`src/hw/rtl/tilt_complementary_filter_macros.svh`:
```
// Assertion macros shared by the tilt filter RTL.
// Used by files that carry concurrent checks; expects i_clk and i_rst_n in scope.
`ifndef TILT_COMPLEMENTARY_FILTER_MACROS_SVH
`define TILT_COMPLEMENTARY_FILTER_MACROS_SVH

// same-cycle implication, off during reset
`define TCF_ASSERT_IMP(name, cond, prop, msg) \
    name: assert property (@(posedge i_clk) disable iff (!i_rst_n) (cond) |-> (prop)) \
        else $error(msg);

// next-cycle implication, off during reset
`define TCF_ASSERT_NXT(name, cond, prop, msg) \
    name: assert property (@(posedge i_clk) disable iff (!i_rst_n) (cond) |=> (prop)) \
        else $error(msg);

`endif

```
`src/hw/rtl/tcf_pkg.sv`:
```
// Package for the tilt complementary filter: types, constants, arithmetic helpers.
// No dependencies; used by tcf_front, tcf_engine and the top level.
package tcf_pkg;

    localparam int CORDIC_STEPS = 16;
    localparam int ATAN_LEN     = 24;
    localparam int CW           = 36;   // CORDIC x/y width
    localparam int CNT_W        = 6;
    localparam logic [CNT_W-1:0] CORDIC_LAST = CNT_W'(CORDIC_STEPS);
    localparam logic [CNT_W-1:0] ITER_LAST   = CNT_W'(CORDIC_STEPS - 1);
    localparam logic [CNT_W-1:0] MUL_LAST    = CNT_W'(2);   // three 16-bit multiplier slices
    localparam logic signed [31:0] ANGLE_180 = 32'sd11796480;
    localparam logic [47:0] DIV_HALF  = 48'd500;
    // ceil(2^52 / 125): floor(n / 1000) = (floor(n / 8) * GYRO_RECIP) >> 52, exact for n < 2^48
    localparam logic [47:0] GYRO_RECIP = 48'h20C4_9BA5_E354;

    // config register indexes
    localparam logic [1:0] REG_LOWPASS = 2'd0;
    localparam logic [1:0] REG_BLEND   = 2'd1;
    localparam logic [1:0] REG_SHIFT   = 2'd2;

    typedef struct packed {
        logic [15:0] lowpass_keep;
        logic [15:0] blend_keep;
        logic [4:0]  gyro_shift;
    } t_cfg;

    // one queued sample plus its atan2 classification
    typedef struct packed {
        logic signed [15:0] accel_x;
        logic signed [15:0] accel_y;
        logic signed [15:0] accel_z;
        logic signed [15:0] rate_x;
        logic signed [15:0] rate_y;
        logic [15:0]        elapsed_ms;
        logic               pitch_zero;
        logic               roll_zero;
        logic               x_neg;
    } t_item;

    // atan(2^-i) in degrees, Q16.16
    function automatic logic [21:0] atan_deg(input logic [4:0] i);
        logic [21:0] v;
        case (i)
            5'd0:  v = 22'd2949120;
            5'd1:  v = 22'd1740967;
            5'd2:  v = 22'd919879;
            5'd3:  v = 22'd466945;
            5'd4:  v = 22'd234379;
            5'd5:  v = 22'd117305;
            5'd6:  v = 22'd58666;
            5'd7:  v = 22'd29335;
            5'd8:  v = 22'd14668;
            5'd9:  v = 22'd7334;
            5'd10: v = 22'd3667;
            5'd11: v = 22'd1833;
            5'd12: v = 22'd917;
            5'd13: v = 22'd458;
            5'd14: v = 22'd229;
            5'd15: v = 22'd115;
            5'd16: v = 22'd57;
            5'd17: v = 22'd29;
            5'd18: v = 22'd14;
            5'd19: v = 22'd7;
            5'd20: v = 22'd4;
            5'd21: v = 22'd2;
            5'd22: v = 22'd1;
            default: v = 22'd0;
        endcase
        return v;
    endfunction

    // clamp to 32-bit signed
    function automatic logic signed [31:0] sat32(input logic signed [52:0] v);
        logic signed [31:0] r;
        if (v > 53'sd2147483647)
            r = 32'sh7FFFFFFF;
        else if (v < -53'sd2147483648)
            r = 32'sh80000000;
        else
            r = v[31:0];
        return r;
    endfunction

    // round Q.16 product to nearest (halves up), then clamp
    function automatic logic signed [31:0] round16(input logic signed [52:0] v);
        logic signed [52:0] t;
        logic signed [52:0] s;
        t = v + 53'sd32768;
        s = t >>> 16;
        return sat32(s);
    endfunction

endpackage

```
`src/hw/rtl/tcf_front.sv`:
```
// Front end: accepts samples, classifies the atan2 operands, holds a two-word queue.
// Depends on tcf_pkg.
module tcf_front (
    input  logic                 i_clk,
    input  logic                 i_rst_n,
    input  logic                 i_valid,
    output logic                 o_stall,
    input  logic signed [15:0]   i_accel_x,
    input  logic signed [15:0]   i_accel_y,
    input  logic signed [15:0]   i_accel_z,
    input  logic signed [15:0]   i_rate_x,
    input  logic signed [15:0]   i_rate_y,
    input  logic [15:0]          i_elapsed_ms,
    output tcf_pkg::t_item       o_item,
    output logic                 o_item_valid,
    input  logic                 i_item_pop
);

    tcf_pkg::t_item r_mem [2];
    tcf_pkg::t_item n_word;
    logic           r_wr_ptr;
    logic           r_rd_ptr;
    logic [1:0]     r_count;
    logic           push;

    assign o_stall      = (r_count == 2'd2);
    assign push         = i_valid && !o_stall;
    assign o_item_valid = (r_count != 2'd0);
    assign o_item       = r_mem[r_rd_ptr];

    // classify: both operands zero, negative x
    always_comb begin
        n_word.accel_x    = i_accel_x;
        n_word.accel_y    = i_accel_y;
        n_word.accel_z    = i_accel_z;
        n_word.rate_x     = i_rate_x;
        n_word.rate_y     = i_rate_y;
        n_word.elapsed_ms = i_elapsed_ms;
        n_word.pitch_zero = (i_accel_x == 16'sd0) && (i_accel_z == 16'sd0);
        n_word.roll_zero  = (i_accel_y == 16'sd0) && (i_accel_z == 16'sd0);
        n_word.x_neg      = i_accel_z[15];
    end

    // queue storage
    always_ff @(posedge i_clk) begin
        if (push)
            r_mem[r_wr_ptr] <= n_word;
    end

    // queue pointers
    always_ff @(posedge i_clk) begin
        if (!i_rst_n) begin
            r_wr_ptr <= 1'b0;
            r_rd_ptr <= 1'b0;
            r_count  <= 2'd0;
        end else begin
            if (push)
                r_wr_ptr <= !r_wr_ptr;
            if (i_item_pop)
                r_rd_ptr <= !r_rd_ptr;
            case ({push, i_item_pop})
                2'b10:   r_count <= r_count + 2'd1;
                2'b01:   r_count <= r_count - 2'd1;
                default: r_count <= r_count;
            endcase
        end
    end

endmodule

```
`config.mk`:
```
export PLATFORM = sky130hd
export DESIGN_NAME = tcf_front
export DESIGN_NICKNAME = d
export VERILOG_FILES = /design/src/hw/rtl/tilt_complementary_filter_macros.svh /design/src/hw/rtl/tcf_pkg.sv /design/src/hw/rtl/tcf_front.sv
export SDC_FILE = /design/constraint.sdc
export NUM_CORES = 1
export LEC_CHECK = 0
export BUFFER_PORTS_ARGS = -buffer_cell sky130_fd_sc_hd__buf_2
export CAP_MARGIN = 30
export CORE_MARGIN = 2
export CORE_UTILIZATION = 47
export CTS_CLUSTER_DIAMETER = 50
export DETAILED_ROUTE_END_ITERATION = 8
export GPL_TIMING_DRIVEN = 0
export PLACE_DENSITY = 0.75
export SYNTH_ARGS = -nofsm -noshare
export SYNTH_HDL_FRONTEND = slang
export SYNTH_SLANG_ARGS = --single-unit
```
`constraint.sdc`:
```
create_clock -name i_clk -period 3.6 [get_ports i_clk]
set_input_delay 0.18 -clock i_clk [delete_from_list [all_inputs] [get_ports i_clk]]
set_output_delay 0.18 -clock i_clk [all_outputs]
set_load 0.02 [all_outputs]
```
==> reports/results.txt <==
Post-route setup TNS: 0 ns
FF-to-FF End: r_mem[0][35]$_DFFE_PP_
Synth-to-layout area growth: 40.5%
Worst EP required: 3.42 ns
Clock latency on the worst-skew pair: 0.48 ns
Sequential cell area: 5990 sq um
Worst hold slack: 0.0748 ns
Hold path cells: 3
Setup-failing EPs final: 0
Synth unique cells: 23
Mux contribution to synthesized area: 14.9%
Flop pwr share: 47.7%
Final GP Congestion: 0.735
Commonest non-fill, non-tap cell in the layout: buf_2
Synth warnings: 0
Adder-Cell Fraction of Synth Area: 0.169%
FILL cells: 1034
Rel. slew slack: 64.3%
Die area: 16800 sq um
Largest net degree at the start of global routing: 65
CTS clk-pin slew, worst paths: 0.06 ns
Post-CTS Setup Bufs: 0
DR pass1 iterations: 4
Reg2reg start: r_count[0]$_SDFFE_PN0P_
Power Internal: 4.57 mW
CTS max path bufs: 3
Core area: 15300 sq um
First-pass GRT wire length: 24.7 mm
Total global routing overflow: 0
Endpoints failing hold: 0
Final Cell Area: 10400 sq um
R2R depth: 5
Syn_area_per_cell: 21.3 sq um
CTS tree: done
Post-CTS sizing: 0
Max cap viols: 0
Most frequent cells in the layout: 208 x buf_2, 196 x edfxtp_1, 97 x mux2_2, 97 x dlygate4sd3_1, 21 x clkbuf_16
Critical Path End Type: primary output
Final worst slack: 1.39 ns
Hold wc startpoint: i_item_pop
Switch share: 24.0%
CTS buffer count: 21
Row count: 45
Largest family of logic cells by synthesized area: multiplexers
Crit share post-route: 61.4%
CP Class: reg -> out
Min Tclk post-route: 2.21 ns
Routed WL per cell: 18.4 um
# hold bufs at CTS: 97
DRC errors left: 0
CP Launch Type: flip-flop
Seq cells post-synth: 201
Vias after detailed routing: 4370
Fmax: 0.452 GHz
Final WL: 16.5 mm
Starting Density: 48.3%
Synth Instances: 348
Logic gate share of total power: 16.0%
R2R setup slack: 1.44 ns
N_diodes: 0
I/O Buffers: 200
DRT iter0 DRCs: 252
Clock Power Share: 36.3%
Post-synthesis xor/xnor area fraction: 0.355%
Hpwl dp: 9.46 mm
Final slew viol count: 0
Hold WC Path Type: in -> reg
Yosys top cell area share: 79.5%
Max FO, Critical Path: 10
Core Util, Final: 67.9%
DP Area: 8730 sq um
Via density: 4.88
Outcome: complete, no violations
Clk_skew: 0.00715 ns
Worst-margin pin slew: 0.535 ns
Peak VDD IR: 379 uV
WP data arrival: 2.03 ns
Root Driver: clkbuf_16
Proportion of layout cells with a drive suffix above 1: 50.6%
Post-synth net total: 449
Area of the multi-input gates: 1330 sq um
Leak pwr: 3.94 nW
Mapped cell area: 7400 sq um
Sink Count: 201
Vias in the first global route: 4842
Post-route ant nets: 0
Ports: 201
Synth area leaders: edfxtp_1 79%, mux2_2 15%, dfxtp_1 1.4%
Initial antenna violation count: 0
Compound-gate portion of the synthesized area: 0.338%
Power per standard cell area: 577 nW/um^2
Register area share after synthesis: 80.9%
Die height: 130 um
H-tree Lvls: 1
Switching Power: 1.44 mW
RSZ-0062 raised after global routing: false
Die width: 130 um
Post-synthesis simple-gate area fraction: 2.13%
Final nets: 771
DP Worst Slack: 1.46 ns
Area leader, netlist: edfxtp_1
Tot GR Track Use: 19.1%
cell usage after synthesis:
cell type	number
nand2b_2	1
mux2_2	97
nor2_1	2
a21boi_1	2
o21ai_0	2
inv_1	2
or2_2	1
nand2_1	1
buf_4	1
and3_1	1
inv_2	1
edfxtp_1	196
ha_1	1
buf_6	3
mux2_1	1
nor4_1	12
buf_2	8
xor2_1	1
or3_1	2
dfxtp_1	5
nand4_1	3
and2_1	3
xnor2_1	2
kinds of logic after synthesis:
| kind of cell | count (synthesis) |
|---|---|
| mux | 98 |
| simple gates | 26 |
| flops | 201 |
| compound gates | 4 |
| xor+xnor | 3 |
| buf+inv | 15 |
| fa+ha+maj | 1 |
worst max path at each step:
stage / slack, ns / to / startpoint / cells after the start
2_1_floorplan: 0.29 / r_mem[1][10]$_DFFE_PP_ / r_count[0]$_SDFFE_PN0P_ / 2
6_report: 1.39 / o_item[66] / flip-flop / 6
3_5_place_dp: 1.46 / r_mem[0][35]$_DFFE_PP_ / r_count[0]$_SDFFE_PN0P_ / 5
5_1_grt: 1.30 / o_item[66] / flip-flop / 6
4_1_cts: 1.34 / o_item[66] / flip-flop / 6
3_3_place_gp: -0.83 / r_mem[1][40]$_DFFE_PP_ / r_count[0]$_SDFFE_PN0P_ / 2
layer usage:
layer  vias up  part of all wire (%)  track usage, %
li1       2039                     -               -
met1      2155                    39            21.6
met2       157                    52            36.1
met3        19                   7.1            5.45
met4         0                   1.5            3.73
met5         -                     0               0
final cells by class:
type / count / area share (%)
Sequential cell: 201 / 57.5
Timing Repair Buffer: 299 / 19.5
Multi-Input combinational cell: 132 / 12.8
Clock buffer: 21 / 5.05
Tap cell: 211 / 2.54
Clock inverter: 16 / 1.71
Buffer: 12 / 0.782
Inverter: 3 / 0.132
power by group through the flow:
stage	sequential [mW]	clock [mW]	combinational [mW]
6_report	2.86	2.18	0.960
5_1_grt	2.88	2.32	1.03
3_5_place_dp	2.91	0	0.871
2_1_floorplan	2.91	0	0.548
4_1_cts	2.86	2.22	0.960
3_3_place_gp	2.93	0	0.834
state kept, by name (all words and copies together), names as in the netlist, named ones only:
name / cells
r_count: 2
r_mem: 196
r_rd_ptr: 1
r_wr_ptr: 1
metrics by stage:
step                      std cells  power (mW)
final                           895        6.01
after global routing            895        6.23
after CTS                       895        6.04
after detailed placement        761        3.78
after global placement          759        3.76
after floorplan                 348        3.46
critical path: stages, from the launching register on:
cell,delay (ns)
dfxtp_1,0.30
buf_2,0.25
buf_6,0.20
buf_6,0.17
mux2_2,0.36
buf_4,0.13
buf_2,0.14
(Power assumes the default switching activity.)
